File: src/mbs_pkg.sv
// Shared types, constants and the CRC-16 helper of the Modbus RTU slave.
`timescale 1ns / 1ps
`default_nettype none
package mbs_pkg;

  localparam int FRAME_LEN  = 8;
  localparam int POS_W      = 3;
  localparam int CMD_BYTES  = 6;
  localparam int LEN_W      = 3;
  localparam int CQ_DEPTH   = 2;
  localparam int CQ_PTR_W   = 1;
  localparam int CQ_CNT_W   = 2;
  localparam int CFG_IDX_W  = 2;
  localparam int CFG_DATA_W = 16;

  localparam logic [15:0] CRC_INIT = 16'hFFFF;
  localparam logic [15:0] CRC_POLY = 16'hA001;

  localparam logic [7:0] FUNC_READ        = 8'h03;
  localparam logic [7:0] FUNC_WRITE       = 8'h06;
  localparam logic [7:0] EXC_FLAG         = 8'h80;
  localparam logic [7:0] EXC_ILLEGAL_FUNC = 8'h01;
  localparam logic [7:0] EXC_ILLEGAL_ADDR = 8'h02;
  localparam logic [7:0] READ_BYTE_COUNT  = 8'h02;

  localparam logic [CFG_IDX_W-1:0] CFG_SLAVE_ADDR = 2'd0;
  localparam logic [CFG_IDX_W-1:0] CFG_REG_ADDR   = 2'd1;

  localparam logic [7:0]  SLAVE_ADDR_RESET = 8'd1;
  localparam logic [15:0] REG_ADDR_RESET   = 16'd1;
  localparam logic [15:0] HOLD_RESET       = 16'd128;

  // Payload lengths of the three response kinds, CRC not counted.
  localparam logic [LEN_W-1:0] LEN_EXC   = 3'd3;
  localparam logic [LEN_W-1:0] LEN_READ  = 3'd5;
  localparam logic [LEN_W-1:0] LEN_WRITE = 3'd6;

  // One response to be sent: payload bytes, first byte in entry 0.
  typedef struct packed {
    logic [LEN_W-1:0]          len;
    logic [CMD_BYTES-1:0][7:0] data;
  } resp_cmd_t;

  // Modbus CRC-16 advanced by one byte, reflected polynomial, one bit a step.
  function automatic logic [15:0] crc_byte(logic [15:0] crc, logic [7:0] b);
    logic [15:0] c;
    c = crc ^ {8'h00, b};
    for (int k = 0; k < 8; k++) begin
      c = c[0] ? ((c >> 1) ^ CRC_POLY) : (c >> 1);
    end
    return c;
  endfunction

endpackage
`default_nettype wire

File: src/mbs_front.sv
// Request front end: frames received bytes, checks them and queues responses.
`timescale 1ns / 1ps
`default_nettype none
module mbs_front (
  input  wire                               clk,
  input  wire                               rst_n,
  input  wire                               in_push,
  output logic                              in_full,
  input  wire  [7:0]                        in_rx_byte,
  input  wire                               cfg_we,
  input  wire  [mbs_pkg::CFG_IDX_W-1:0]     cfg_index,
  input  wire  [mbs_pkg::CFG_DATA_W-1:0]    cfg_wdata,
  output logic                              cq_push,
  output mbs_pkg::resp_cmd_t                cq_cmd,
  input  wire                               cq_full
);
  import mbs_pkg::*;

  logic [POS_W-1:0] pos_r;
  logic [15:0]      crc_r;
  logic [15:0]      hold_r;
  logic [7:0]       slave_addr_r;
  logic [15:0]      reg_addr_r;
  logic [7:0]       req_r [FRAME_LEN-1];

  logic        accept;
  logic        last_pos;
  logic [7:0]  func;
  logic [15:0] addr;
  logic [15:0] crc_rx;
  logic        frame_ok;
  logic        addr_ok;
  logic        hold_we;

  assign in_full  = cq_full;
  assign accept   = in_push && !cq_full;
  assign last_pos = (pos_r == POS_W'(FRAME_LEN - 1));
  assign func     = req_r[1];
  assign addr     = {req_r[2], req_r[3]};
  // The eighth byte is the CRC high byte and is still on the input port.
  assign crc_rx   = {in_rx_byte, req_r[6]};
  assign frame_ok = (req_r[0] == slave_addr_r) && (crc_rx == crc_r);
  assign addr_ok  = (addr == reg_addr_r);
  assign cq_push  = accept && last_pos && frame_ok;
  assign hold_we  = cq_push && (func == FUNC_WRITE) && addr_ok;

  // Build the response for a frame that passed the station and CRC checks.
  always_comb begin
    cq_cmd      = '0;
    cq_cmd.data[0] = slave_addr_r;
    priority if (func == FUNC_READ && addr_ok) begin
      cq_cmd.len     = LEN_READ;
      cq_cmd.data[1] = FUNC_READ;
      cq_cmd.data[2] = READ_BYTE_COUNT;
      cq_cmd.data[3] = hold_r[15:8];
      cq_cmd.data[4] = hold_r[7:0];
    end else if (func == FUNC_WRITE && addr_ok) begin
      cq_cmd.len     = LEN_WRITE;
      cq_cmd.data[1] = FUNC_WRITE;
      cq_cmd.data[2] = req_r[2];
      cq_cmd.data[3] = req_r[3];
      cq_cmd.data[4] = req_r[4];
      cq_cmd.data[5] = req_r[5];
    end else if (func == FUNC_READ || func == FUNC_WRITE) begin
      cq_cmd.len     = LEN_EXC;
      cq_cmd.data[1] = func | EXC_FLAG;
      cq_cmd.data[2] = EXC_ILLEGAL_ADDR;
    end else begin
      cq_cmd.len     = LEN_EXC;
      cq_cmd.data[1] = func | EXC_FLAG;
      cq_cmd.data[2] = EXC_ILLEGAL_FUNC;
    end
  end

  // Frame position, running CRC, holding register and configuration.
  always_ff @(posedge clk) begin
    if (!rst_n) begin
      pos_r        <= '0;
      crc_r        <= CRC_INIT;
      hold_r       <= HOLD_RESET;
      slave_addr_r <= SLAVE_ADDR_RESET;
      reg_addr_r   <= REG_ADDR_RESET;
    end else begin
      if (accept) begin
        pos_r <= pos_r + POS_W'(1);
        if (last_pos) begin
          crc_r <= CRC_INIT;
        end else if (pos_r < POS_W'(FRAME_LEN - 2)) begin
          crc_r <= crc_byte(crc_r, in_rx_byte);
        end
      end
      if (hold_we) begin
        hold_r <= {req_r[4], req_r[5]};
      end
      if (cfg_we) begin
        if (cfg_index == CFG_SLAVE_ADDR) begin
          slave_addr_r <= cfg_wdata[7:0];
        end else if (cfg_index == CFG_REG_ADDR) begin
          reg_addr_r <= cfg_wdata;
        end
      end
    end
  end

  // Request bytes before the last one; no reset needed.
  always_ff @(posedge clk) begin
    if (accept && !last_pos) begin
      req_r[pos_r] <= in_rx_byte;
    end
  end

endmodule
`default_nettype wire

File: src/mbs_cmd_fifo.sv
// Short queue of pending responses between the front end and the sender.
`timescale 1ns / 1ps
`default_nettype none
module mbs_cmd_fifo (
  input  wire                 clk,
  input  wire                 rst_n,
  input  wire                 push,
  output logic                full,
  input  mbs_pkg::resp_cmd_t  din,
  input  wire                 pop,
  output logic                empty,
  output mbs_pkg::resp_cmd_t  dout
);
  import mbs_pkg::*;

  resp_cmd_t            mem_r [CQ_DEPTH];
  logic [CQ_PTR_W-1:0]  wr_ptr_r;
  logic [CQ_PTR_W-1:0]  rd_ptr_r;
  logic [CQ_CNT_W-1:0]  cnt_r;
  logic                 do_push;
  logic                 do_pop;

  assign full    = (cnt_r == CQ_CNT_W'(CQ_DEPTH));
  assign empty   = (cnt_r == '0);
  assign do_push = push && !full;
  assign do_pop  = pop && !empty;
  assign dout    = mem_r[rd_ptr_r];

  // Pointers and fill count.
  always_ff @(posedge clk) begin
    if (!rst_n) begin
      wr_ptr_r <= '0;
      rd_ptr_r <= '0;
      cnt_r    <= '0;
    end else begin
      if (do_push) begin
        wr_ptr_r <= wr_ptr_r + CQ_PTR_W'(1);
      end
      if (do_pop) begin
        rd_ptr_r <= rd_ptr_r + CQ_PTR_W'(1);
      end
      if (do_push && !do_pop) begin
        cnt_r <= cnt_r + CQ_CNT_W'(1);
      end else if (do_pop && !do_push) begin
        cnt_r <= cnt_r - CQ_CNT_W'(1);
      end
    end
  end

  // Entry storage.
  always_ff @(posedge clk) begin
    if (do_push) begin
      mem_r[wr_ptr_r] <= din;
    end
  end

endmodule
`default_nettype wire

File: src/mbs_back.sv
// Response sender: streams queued responses byte by byte and appends the CRC.
`timescale 1ns / 1ps
`default_nettype none
module mbs_back (
  input  wire                 clk,
  input  wire                 rst_n,
  input  wire                 cq_empty,
  input  mbs_pkg::resp_cmd_t  cq_cmd,
  output logic                cq_pop,
  output logic                out_empty,
  input  wire                 out_pop,
  output logic [7:0]          out_tx_byte,
  output logic                out_last_byte
);
  import mbs_pkg::*;

  logic             busy_r;
  resp_cmd_t        cmd_r;
  logic [LEN_W-1:0] idx_r;
  logic [15:0]      crc_r;
  logic             out_vld_r;
  logic [7:0]       tx_r;
  logic             last_r;

  logic             adv;
  logic             in_payload;
  logic             is_last;
  logic [7:0]       byte_nxt;

  assign cq_pop        = !busy_r && !cq_empty;
  assign adv           = busy_r && (!out_vld_r || out_pop);
  assign in_payload    = (idx_r < cmd_r.len);
  assign is_last       = (idx_r == cmd_r.len + LEN_W'(1));
  assign out_empty     = !out_vld_r;
  assign out_tx_byte   = tx_r;
  assign out_last_byte = last_r;

  // Payload byte, then CRC low byte, then CRC high byte.
  always_comb begin
    if (in_payload) begin
      byte_nxt = cmd_r.data[idx_r];
    end else if (idx_r == cmd_r.len) begin
      byte_nxt = crc_r[7:0];
    end else begin
      byte_nxt = crc_r[15:8];
    end
  end

  // Sequencer over one response and the output beat register.
  always_ff @(posedge clk) begin
    if (!rst_n) begin
      busy_r    <= 1'b0;
      out_vld_r <= 1'b0;
      idx_r     <= '0;
      crc_r     <= CRC_INIT;
    end else begin
      if (cq_pop) begin
        busy_r <= 1'b1;
        idx_r  <= '0;
        crc_r  <= CRC_INIT;
      end else if (adv) begin
        idx_r <= idx_r + LEN_W'(1);
        if (in_payload) begin
          crc_r <= crc_byte(crc_r, byte_nxt);
        end
        if (is_last) begin
          busy_r <= 1'b0;
        end
      end
      if (adv) begin
        out_vld_r <= 1'b1;
      end else if (out_pop) begin
        out_vld_r <= 1'b0;
      end
    end
  end

  // Payload registers.
  always_ff @(posedge clk) begin
    if (cq_pop) begin
      cmd_r <= cq_cmd;
    end
    if (adv) begin
      tx_r   <= byte_nxt;
      last_r <= is_last;
    end
  end

endmodule
`default_nettype wire

File: src/modbus_rtu_single_register_slave.sv
// Top level of the Modbus RTU single-register slave.
// Request bytes are taken one per clock whenever in_full is low; in_full is high whenever
// the two-entry response queue holds two responses, whatever the position within the
// current frame. Frames are fixed eight-byte requests counted from reset. A valid read
// answers with seven bytes, a valid write with eight, an exception with five; the response
// sender puts out one byte per clock while out_pop keeps up, and loads each queued response
// into its command register before it starts on that response's bytes. A response passes
// from the queue through that register to the output beat register.
`timescale 1ns / 1ps
`default_nettype none
module modbus_rtu_single_register_slave (
  input  wire                               clk,
  input  wire                               rst_n,
  input  wire                               in_push,
  output logic                              in_full,
  input  wire  [7:0]                        in_rx_byte,
  output logic                              out_empty,
  input  wire                               out_pop,
  output logic [7:0]                        out_tx_byte,
  output logic                              out_last_byte,
  input  wire                               cfg_we,
  input  wire  [mbs_pkg::CFG_IDX_W-1:0]     cfg_index,
  input  wire  [mbs_pkg::CFG_DATA_W-1:0]    cfg_wdata
);
  import mbs_pkg::*;

  logic      cq_push;
  logic      cq_full;
  logic      cq_pop;
  logic      cq_empty;
  resp_cmd_t cq_din;
  resp_cmd_t cq_dout;

  // Framing, checking and register access.
  mbs_front u_front (
    .clk        (clk),
    .rst_n      (rst_n),
    .in_push    (in_push),
    .in_full    (in_full),
    .in_rx_byte (in_rx_byte),
    .cfg_we     (cfg_we),
    .cfg_index  (cfg_index),
    .cfg_wdata  (cfg_wdata),
    .cq_push    (cq_push),
    .cq_cmd     (cq_din),
    .cq_full    (cq_full)
  );

  // Pending responses.
  mbs_cmd_fifo u_cmd_fifo (
    .clk   (clk),
    .rst_n (rst_n),
    .push  (cq_push),
    .full  (cq_full),
    .din   (cq_din),
    .pop   (cq_pop),
    .empty (cq_empty),
    .dout  (cq_dout)
  );

  // Byte streaming with CRC.
  mbs_back u_back (
    .clk           (clk),
    .rst_n         (rst_n),
    .cq_empty      (cq_empty),
    .cq_cmd        (cq_dout),
    .cq_pop        (cq_pop),
    .out_empty     (out_empty),
    .out_pop       (out_pop),
    .out_tx_byte   (out_tx_byte),
    .out_last_byte (out_last_byte)
  );

endmodule
`default_nettype wire

File: config.mk
export PLATFORM = sky130hd
export DESIGN_NAME = modbus_rtu_single_register_slave
export DESIGN_NICKNAME = d
export VERILOG_FILES = /design/src/mbs_pkg.sv /design/src/mbs_front.sv /design/src/mbs_cmd_fifo.sv /design/src/mbs_back.sv /design/src/modbus_rtu_single_register_slave.sv
export SDC_FILE = /design/constraint.sdc
export NUM_CORES = 1
export LEC_CHECK = 0
export BUFFER_PORTS_ARGS = -buffer_cell sky130_fd_sc_hd__buf_2
export CAP_MARGIN = 15
export CORE_UTILIZATION = 30
export DETAILED_ROUTE_END_ITERATION = 8
export MAX_ROUTING_LAYER = met4
export SYNTH_ARGS = -nofsm -noshare
export SYNTH_HDL_FRONTEND = slang
export SYNTH_HIERARCHICAL = 1
export SYNTH_SLANG_ARGS = --single-unit
File: constraint.sdc
create_clock -name clk -period 4 [get_ports clk]
set_input_delay 0.8 -clock clk [delete_from_list [all_inputs] [get_ports clk]]
set_output_delay 0.8 -clock clk [all_outputs]
set_load 0.02 [all_outputs]
; Word-level counts from Yosys, hierarchy flattened
; Memory sizes are Yosys's and may differ from the RTL's. A register that Yosys moved wholly into a read port is not among the register bits.
; Index checks and enable logic that the tools add are counted.
[totals]
latchBits = 0
n_memories = 2
register_bits = 93
romBits = 0
output_inout_bits = 11
mem_bits_rw = 158
[memory_table]
columns = memory, depth, width, read_ports, rd_ports_with_merged_regs, wr, line
row1 = u_cmd_fifo.mem_r, 2, 51, 1, 1, 1, mbs_cmd_fifo.sv:16  ; resp_cmd_t mem_r [CQ_DEPTH];
row2 = u_front.req_r, 7, 8, 7, 0, 1, mbs_front.sv:24  ; logic [7:0] req_r [FRAME_LEN-1];
[classes]
add_sub_neg = 7
shift = 0
muxes = 40
order_cmp = 3
mul = 0
n_bitwise = 20
n_eq_ne = 10
div_mod_pow = 0
n_reduce_logical = 37
[op_table]
columns = cell, count
row1 = 16-bit two-way mux, 19
row2 = 2-bit inverter with 3-bit output, 16
row3 = 16-bit equality test, 2
row4 = 32-bit two-way mux, 1
row5 = 8-bit two-way mux, 4
row6 = 16-bit by 8-bit XOR with 16-bit output, 2
row7 = 8-bit binary-select mux with 3-bit select, 1
row8 = 24-bit two-way mux, 1
row9 = 1-bit logical AND, 15
row10 = 10-bit two-way mux, 1
row11 = 2-bit nonzero test, 5
row12 = "3-bit by 1-bit adder with 3-bit output, second input constant", 3
row13 = 1-bit two-way mux, 9
row14 = "8-bit by 2-bit equality test with 1-bit output, second input constant", 1
row15 = "8-bit by 3-bit equality test with 1-bit output, second input constant", 1
row16 = 8-bit equality test, 1
row17 = 2-bit AND reduction, 4
row18 = 1-bit logical NOT, 7
row19 = 3-bit equality test, 2
row20 = 3-bit two-way mux, 2
row21 = 2-bit logical NOT, 2
row22 = "3-bit by 4-bit < comparator with 1-bit output, second input constant", 1
row23 = 2-bit two-way mux, 2
row24 = "3-bit equality test, second input constant", 1
row25 = 11 further kinds, 14

; Logic depth before layout (Yosys ltp)
; Gate-level depths: netlist (run 1).
[logic_depth]
depth_word = 20
mapped_depth = 12
mapped_depth_nobuf = 12

; Cells and area by module
; The synthesis (run 1) kept the hierarchy.
[modules_own_cells]
columns = module, cells_per_inst, instances, seq_area_each_um2, area_each_um2
row1 = mbs_front, 435, 1, 2862.7, 5019.8
row2 = mbs_cmd_fifo, 184, 1, 3163.0, 3901.2
row3 = mbs_back, 252, 1, 2222.1, 3559.7

; Worst setup path after synthesis (run 1)
; Ideal clock, no wire load.
[synth_timing]
path_kind = input to register
from = input in_rx_byte[6]
to = memory u_cmd_fifo/mem_r[0][0] (netlist name) (enable)
path_buffers = 0
cell_stages = 6
path_slack_ns = -0.288
t_required_ns = 3.548
arrival_ns = 3.836
path_cell_list = xnor2_1 nand4_1 or4_4 nor2_1 inv_1 nor3_2
[synth_between]
elab_chain_cells = 6
[synth_rtl]
columns = element, line
row1 = "start, declared", modbus_rtu_single_register_slave.sv:16  ; input wire [7:0] in_rx_byte,
row2 = 16-bit equality test, mbs_front.sv:42  ; assign frame_ok = (req_r[0] == slave_addr_r) && (crc_rx == crc_r);
row3 = 1-bit logical AND, mbs_front.sv:42
row4 = 1-bit logical AND, mbs_front.sv:44  ; assign cq_push = accept && last_pos && frame_ok;
row5 = net cq_push, modbus_rtu_single_register_slave.sv:27  ; logic cq_push;
row6 = 1-bit logical AND, mbs_cmd_fifo.sv:25  ; assign do_push = push && !full;
row7 = 1-bit two-way mux, mbs_cmd_fifo.sv:52  ; if (do_push) begin
row8 = 1-bit two-way mux (not written as such), mbs_cmd_fifo.sv:53  ; mem_r[wr_ptr_r] <= din;
row9 = "end, declared", mbs_cmd_fifo.sv:16
; The timed path passes the listed nets, and every way through them passes these cells.

; Worst setup path in the final report (run 1)
[layout_timing]
from = register u_back.idx_r[1]
to = register u_back.crc_r[0]
[layout_between]
elab_chain_cells = 13
word_cells_on_any_way = 23
cone_classes = 1 x order compare / 1 x eq/ne / 12 x mux / 8 x bitwise / 1 x reduce/logical
[layout_rtl]
columns = element, line
row1 = "start, declared", mbs_back.sv:19  ; logic [LEN_W-1:0] idx_r;
row2 = "start signal, assigned", mbs_back.sv:62  ; idx_r <= idx_r + LEN_W'(1);
row3 = 8-bit binary-select mux with 3-bit select / 3-bit equality test (equally long branches), "mbs_back.sv:41, mbs_back.sv:42"
row4 = 8-bit two-way mux (on tied branches), "mbs_back.sv:41, mbs_back.sv:42"
row5 = 8-bit two-way mux (*), mbs_back.sv:40  ; if (in_payload) begin
row6 = net u_back.byte_nxt[1], mbs_back.sv:28  ; logic [7:0] byte_nxt;
row7 = 16-bit by 8-bit XOR with 16-bit output (*), mbs_pkg.sv:47  ; c = crc ^ {8'h00, b};
row8 = 2-bit inverter with 3-bit output (no line), -
row9 = 16-bit two-way mux (*) (8 in a row), mbs_pkg.sv:49  ; c = c[0] ? ((c >> 1) ^ CRC_POLY) : (c >> 1);
row10 = "end signal, assigned", mbs_back.sv:64  ; crc_r <= crc_byte(crc_r, byte_nxt);
row11 = "end, declared", mbs_back.sv:20  ; logic [15:0] crc_r;
; Mark *: on every way through the listed nets, which the timed path passes. The rest lies on a longest branch. The select of a mux whose other input is x is not followed.
; A chain may end at the register's enable or synchronous reset.

==> results_dict.tcl, run 1 <==
set metrics [dict create \
    whs_ps 477.9 \
    syn_area_mm2 0.01248 \
    synth_edf_count 218 \
    setup.worst_path.start_class "flip-flop" \
    synth_fp_nets 910 \
    hpwl_um 17870 \
    leakage_nw 5.079 \
    cp_data_arrival_time_ps 3780 \
    ys_ff_latch 303 \
    r2r_setup_slack_ps 690 \
    fin_area_mm2 0.01433 \
    nFillCells 3962 \
    htree_num_levels 1 \
    min_path_type "flip-flop to flip-flop" \
    fin_tns_setup_ps 0 \
    synth.distinct_cells 65 \
    grt_pass1_vias 6861 \
    tritoncts "built" \
    dr.pass1.iters 8 \
    nNetsFinal 961 \
    gp_congestion 0.8185 \
    wl_met3_um 1055 \
    wl_met2_um 12100 \
    die_w_um 206.0 \
    cap_viol_max_count 0 \
    avgSynthCellArea_um2 14.33 \
    postCtsResizedCells 0 \
    period_needed_ps 3309 \
    numClockSinks 303 \
    die_area_mm2 0.04242 \
    total_power_mw 6.558 \
    startpoint "u_back/idx_r[1]" \
    overflow 0 \
    r2r_cells 9 \
    final_cell_mix "218 x edfxtp_1, 84 x dfxtp_1, 81 x nand2_1, 62 x mux2_2, 42 x xor2_1" \
    critPathKind "flip-flop to flip-flop" \
    clk-insertion-delay-late_ps 570 \
    final_common_cell "edfxtp_1" \
    critPathMaxFanout 10 \
    synth_seq_area_share_pct 66.09 \
    grt_setup_unrepaired "no" \
    cts_root_buffer "clkbuf_16" \
    synthArstFlopShare_pct 0 \
    post-route-period-util_pct 82.73 \
    core-area_mm2 0.04092 \
    row_count 74 \
    drt_iter0_markers 470 \
    hp-start "u_front/reg_addr_r[6]" \
    grt_max_degree 67 \
    routedWlPerCell_um 17.88 \
    synthCells 871 \
    critPathCaptureType "flip-flop" \
    wl_met1_um 12460 \
    path_clk_slew_ps 60 \
    final_cells 1475 \
    hold_viol 0 \
    ir_worst_vdd_v 0.0004024 \
    postRouteAntennaNets 0 \
    area.growth.synth_to_final_pct 14.78 \
    placed_cells 1421 \
    layout_setup_ws_ps 690.8 \
    cp_data_required_time_ps 4480 \
    track_usage_pct 13.00 \
    initial_utilization_pct 30.50 \
    p_per_area_mw_per_mm2 457.8 \
    via_per_inst 4.606 \
    top_layer "met4" \
    r2r-end "u_back/crc_r[0]" \
    multi_input_area_mm2 0.003989 \
    post_dp_cell_area_mm2 0.01335 \
    antenna_found_initial 0 \
    yosys_most_used_dff "edfxtp_1" \
    setup_viol 0 \
    tightest_slew_ps 868.6 \
    drv_slew 0 \
    drc_errors 0 \
    endpoint "u_back/crc_r[0]" \
    dieHeight_um 206.0 \
    post_cts_buffers 0 \
    portBuffers 41 \
    wl_um 26380 \
    ff_latch_area_mm2 0.008249 \
    final_util_pct 35.00 \
    numCtsBuffers 30 \
    relSlewSlack_pct 42.09 \
    clock_skew_ps 10.52 \
    outcome "finished, final reports clean" \
    ys.warnings.count 6 \
    drive_gt1_share_pct 20.04 \
    antenna_cells 0 \
    place_ws_ps 684.1 \
    cts_hold_buf 0 \
    rr_startpoint "u_back/idx_r[1]" \
    fmax_mhz 302.2 \
    grt_pass1_wl_um 40430 \
    cts_buffer_depth 3 \
    dr_total_vias 6794 \
    pin_count 42 \
]
[worst max-delay path, cell delays in order, from the launching register on]
cell	delay (ps)
dfxtp_1	570
ha_1	340
nand3_1	460
mux2i_1	170
mux2i_1	240
xor2_1	280
xor2_1	300
xnor3_2	450
mux2i_1	150
nor4b_2	240
[cell type report]
class | instances | area share, %
Clock inverter | 10 | 0.7861
Timing Repair Buffer | 62 | 2.795
Sequential cell | 303 | 57.59
Clock buffer | 43 | 6.001
Inverter | 13 | 0.3406
Multi-Input combinational cell | 512 | 27.85
Tap cell | 532 | 4.647
[power breakdown]
group / internal [mW] / switching, mW
combinational: 0.166 / 0.166
sequential: 3.39 / 0.0616
clock: 1.61 / 1.16
total: 5.17 / 1.39
[synthesized netlist by cell type, drive strengths merged, types with 4 or more instances]
cell	number	share of area, %
nand2	81	2.4
nand3b	4	0.24
mux2i	38	3.1
a22o	16	1.1
a21oi	6	0.27
nor4	7	0.47
xor2	44	3.2
o21ai	11	0.44
buf	16	0.94
ha	8	0.80
o211ai	8	0.48
edfxtp	218	52
nor2	28	0.86
nand3	12	0.58
dfxtp	85	14
nor3b	4	0.24
clkbuf	27	0.81
inv	13	0.39
o22ai	8	0.40
nor2b	25	1.3
mux2	73	6.6
a21boi	20	1.2
nand2b	5	0.25
nor3	15	0.68
and2	20	1.0
xnor2	40	2.9
nand4	5	0.25
a222oi	6	0.48
[per-layer routing]
metal  global-route usage (%)  vias up
met5                        -        -
met1                    17.45     3340
li1                         -     3271
met2                    19.87      132
met3                    2.397       51
met4                    4.044        0
[registers in the layout, indices dropped and copies added (netlist names), 16 cells and up, named ones only]
signal and cells:
u_front/reg_addr_r 16, u_back/cmd_r 51, u_front/req_r 56, u_front/crc_r 16, u_front/hold_r 16, u_back/crc_r 16
u_cmd_fifo/mem_r 102
[how the worst min path moves through the flow]
stage                                   endpoint  slack (ps)  depth (start not counted)
after floorplan                u_front/hold_r[7]         440                          2
after global placement         u_front/hold_r[7]         460                          2
after detailed placement       u_front/hold_r[7]         470                          2
after CTS                 u_front/reg_addr_r[11]         460                          3
after global routing      u_front/reg_addr_r[11]         470                          3
final                      u_front/reg_addr_r[6]         480                          2
[cells by family after synthesis]
| logic type | share of synthesized area [%] |
|---|---|
| fa+ha+maj | 0.8020 |
| buf+inv | 2.145 |
| compound gates | 5.133 |
| flops | 66.09 |
| simple gates | 9.083 |
| xor+xnor | 6.877 |
| mux | 9.875 |
No activity file was read; power rests on OpenSTA's default activity.
==> run 2, diff against run 1 <==
ABC_AREA = 1   (was unset)
clock period = 3.3 ns   (was 4 ns; I/O delays follow)
==> run 2 against run 1 <==
Net effect:
- combinational power grew 5%
- clock power increased by 26%
- maximum frequency rose by 21%
- first-iteration DRC count rose by 32%
- worst hold slack worse by 150 ps
- synthesized area grew 9.2%
- power is 22% higher
- final area up 7.4%
- clock skew increased by 14 ps
- cell count is 31% higher
- global-route usage about the same
- critical endpoint is now u_cmd_fifo/mem_r[0][17]
- largest power group unchanged
==> results_dict.tcl, run 2 <==
set metrics [dict create \
    cp_data_arrival_time_ps 2960 \
    cts_root_buffer "clkbuf_16" \
    period_needed_ps 2726 \
    tightest_slew_ps 977.3 \
    largest_reg_flops 102 \
    r2r_setup_slack_ps 570 \
    htree_num_levels 1 \
    post_dp_cell_area_mm2 0.01437 \
    setup.worst_path.start_class "flip-flop" \
    synth_top_area_cell "edfxtp_1" \
    drive_gt1_share_pct 17.98 \
    gp_congestion 0.9195 \
    cp_slowest_stage_delay_ps 420 \
    die_w_um 215.2 \
    path_clk_slew_ps 60 \
    dr_total_vias 8818 \
    whs_ps 325.9 \
    overflow 0 \
    portBuffers 41 \
    grt_setup_unrepaired "no" \
    avgSynthCellArea_um2 10.68 \
    cpMostUsedCell "ha_1" \
    drt_iter0_markers 621 \
    drv_slew 0 \
    final_cell_mix "267 x nand2_1, 218 x edfxtp_1, 124 x inv_1, 99 x nor2_1, 93 x nand3_1" \
    critPathKind "flip-flop to flip-flop" \
    synth.distinct_cells 47 \
    dr.pass1.iters 5 \
    nNetsFinal 1360 \
    numClockSinks 303 \
    final_common_cell "nand2_1" \
    dieHeight_um 215.2 \
    relSlewSlack_pct 34.85 \
    path_delay_family "simple AND/OR/NAND/NOR gates" \
    antenna_found_initial 0 \
    regMostFlops "u_cmd_fifo/mem_r" \
    synth_top_area_share_pct 48.02 \
    post_cts_buffers 0 \
    grt_pass1_vias 8616 \
    worst-path-buf-inv 3 \
    drc_errors 0 \
    ir_worst_vdd_v 0.0004741 \
    critPathCaptureType "flip-flop" \
    grt_max_degree 52 \
    synthArstFlopShare_pct 0 \
    synthCells 1276 \
    numCtsBuffers 31 \
    cts_buffer_depth 3 \
    tritoncts "built" \
    min_path_type "input port to flip-flop" \
    final_util_pct 34.56 \
    via_per_inst 4.550 \
    hold_end "u_front/slave_addr_r[2]" \
    ys_ff_latch 303 \
    grt_pass1_wl_um 46230 \
    rr_startpoint "u_front/pos_r[0]" \
    wl_um 29550 \
    synth_commonest_cells "267 x nand2_1, 218 x edfxtp_1, 124 x inv_1, 102 x nor2_1, 93 x nand3_1" \
    hold_viol 0 \
    leakage_nw 5.860 \
    die_area_mm2 0.04630 \
    synth.most_common_cell "nand2_1" \
    area.growth.synth_to_final_pct 12.86 \
    pin_count 42 \
    post-route-period-util_pct 82.62 \
    clock_skew_ps 24.22 \
    top_regs "u_cmd_fifo/mem_r (102), u_front/req_r (56), u_back/cmd_r (51)" \
    cap_viol_max_count 0 \
    hp-start "cfg_wdata[2]" \
    ys.warnings.count 6 \
    postCtsResizedCells 0 \
    syn_area_mm2 0.01363 \
    routedWlPerCell_um 15.25 \
    yosys-top-cells-area "edfxtp_1 48%, dfxtp_1 12%, nand2_1 7.4%, mux2_4 5.5%, nand3_1 3.4%" \
    nFillCells 4481 \
    postRouteAntennaNets 0 \
    track_usage_pct 13.01 \
    fmax_mhz 366.8 \
    initial_utilization_pct 30.63 \
    critPathMaxFanout 51 \
    holdPathStages 3 \
    clk-insertion-delay-late_ps 580 \
    cp_data_required_time_ps 3530 \
    layout_setup_ws_ps 573.6 \
    row_count 77 \
    antenna_cells 0 \
    outcome "finished, final reports clean" \
    place_ws_ps 622.9 \
    synth_edf_count 218 \
    core-area_mm2 0.04451 \
    yosys_most_used_dff "edfxtp_1" \
    p_per_area_mw_per_mm2 519.9 \
    setup_viol 0 \
    cpMaxStageDelayCell "dfxtp_1" \
    r2r-end "u_cmd_fifo/mem_r[0][17]" \
    hpwl_um 20850 \
    synth_seq_area_share_pct 60.50 \
    fin_area_mm2 0.01538 \
    cts_hold_buf 0 \
    path_cells "ha_1 -> ha_1 -> inv_2 -> nor2_2 -> nand3b_1 -> nor4_1 -> nand2_1 -> inv_1 -> o21ai_2 -> nor2_4 -> buf_12" \
    r2r_cells 11 \
    synth_fp_nets 1315 \
]
run 2: changes by cell type in the layout (fill, tap and decap cells not counted), moves of 40 or more:
| cell | before | now |
|---|---|---|
| nor2_1 | 25 | 99 |
| o21ai_0 | 8 | 53 |
| nand3_1 | 11 | 93 |
| mux2_4 | 0 | 50 |
| mux2_2 | 62 | 1 |
| a21oi_1 | 5 | 45 |
| inv_1 | 12 | 124 |
| nand2_1 | 81 | 267 |
run 2: area by class of cell:
class	instances	area, um^2	share of cell area (%)
multi-input combinational	790	4499	29.25
clock buffer	39	805.8	5.237
timing repair buffer	57	350.3	2.277
clock inverter	19	209.0	1.358
tap	592	740.7	4.815
inverter	138	528.0	3.432
sequential	303	8252	53.64
run 2: logic make-up (layout without fill, tap and decap cells):
logic type,count (synthesis),after routing,share of synthesized area [%]
simple gates,559,559,18.47
flops,303,303,60.50
buf+inv,183,253,6.655
compound gates,133,133,5.489
mux,51,51,5.590
xor+xnor,39,39,2.561
fa+ha+maj,8,8,0.7343
run 2: where the power goes:
part           switching [mW]  internal (mW)  leakage [nW]
registers              0.0631           4.10          2.51
clock network            1.44           2.04         0.475
logic                   0.226          0.124          2.87
total                    1.73           6.27          5.86
run 2: routing by layer:
layer | share of wire (%) | track usage, % | up-vias
met5 | 0 | - | -
met4 | 2.9 | 4.444 | 0
met3 | 4.2 | 2.010 | 54
met2 | 47 | 20.98 | 193
met1 | 45 | 16.61 | 4194
li1 | - | - | 4377
run 2: how the worst max path moves through the flow:
stage                     start                      end  slack (ps)  depth (start not counted)
3_3_place_gp      in_rx_byte[6]  u_cmd_fifo/mem_r[0][23]         670                         10
2_1_floorplan  u_front/pos_r[0]   u_cmd_fifo/mem_r[0][0]          -9                         10
4_1_cts        u_front/pos_r[0]   u_cmd_fifo/mem_r[0][5]         590                         11
3_5_place_dp      in_rx_byte[6]  u_cmd_fifo/mem_r[0][21]         620                         10
5_1_grt        u_front/pos_r[0]      u_cmd_fifo/cnt_r[1]         260                         16
6_report       u_front/pos_r[0]  u_cmd_fifo/mem_r[0][17]         570                         11
run 2: worst register-to-register path, stage by stage (launching register included):
cell	delay (ps)
dfxtp_1	420
ha_1	180
ha_1	300
inv_2	150
nor2_2	190
nand3b_1	90
nor4_1	170
nand2_1	210
inv_1	120
o21ai_2	110
nor2_4	120
buf_12	260
run 2: stage by stage:
stage | std cells | total power [mW] | TNS (ps)
after global placement | 1880 | 4.588 | 0
after detailed placement | 1880 | 4.596 | 0
final | 1938 | 7.999 | 0
after global routing | 1938 | 8.293 | 0
after CTS | 1938 | 8.091 | 0
after floorplan | 1276 | 4.460 | -956.5
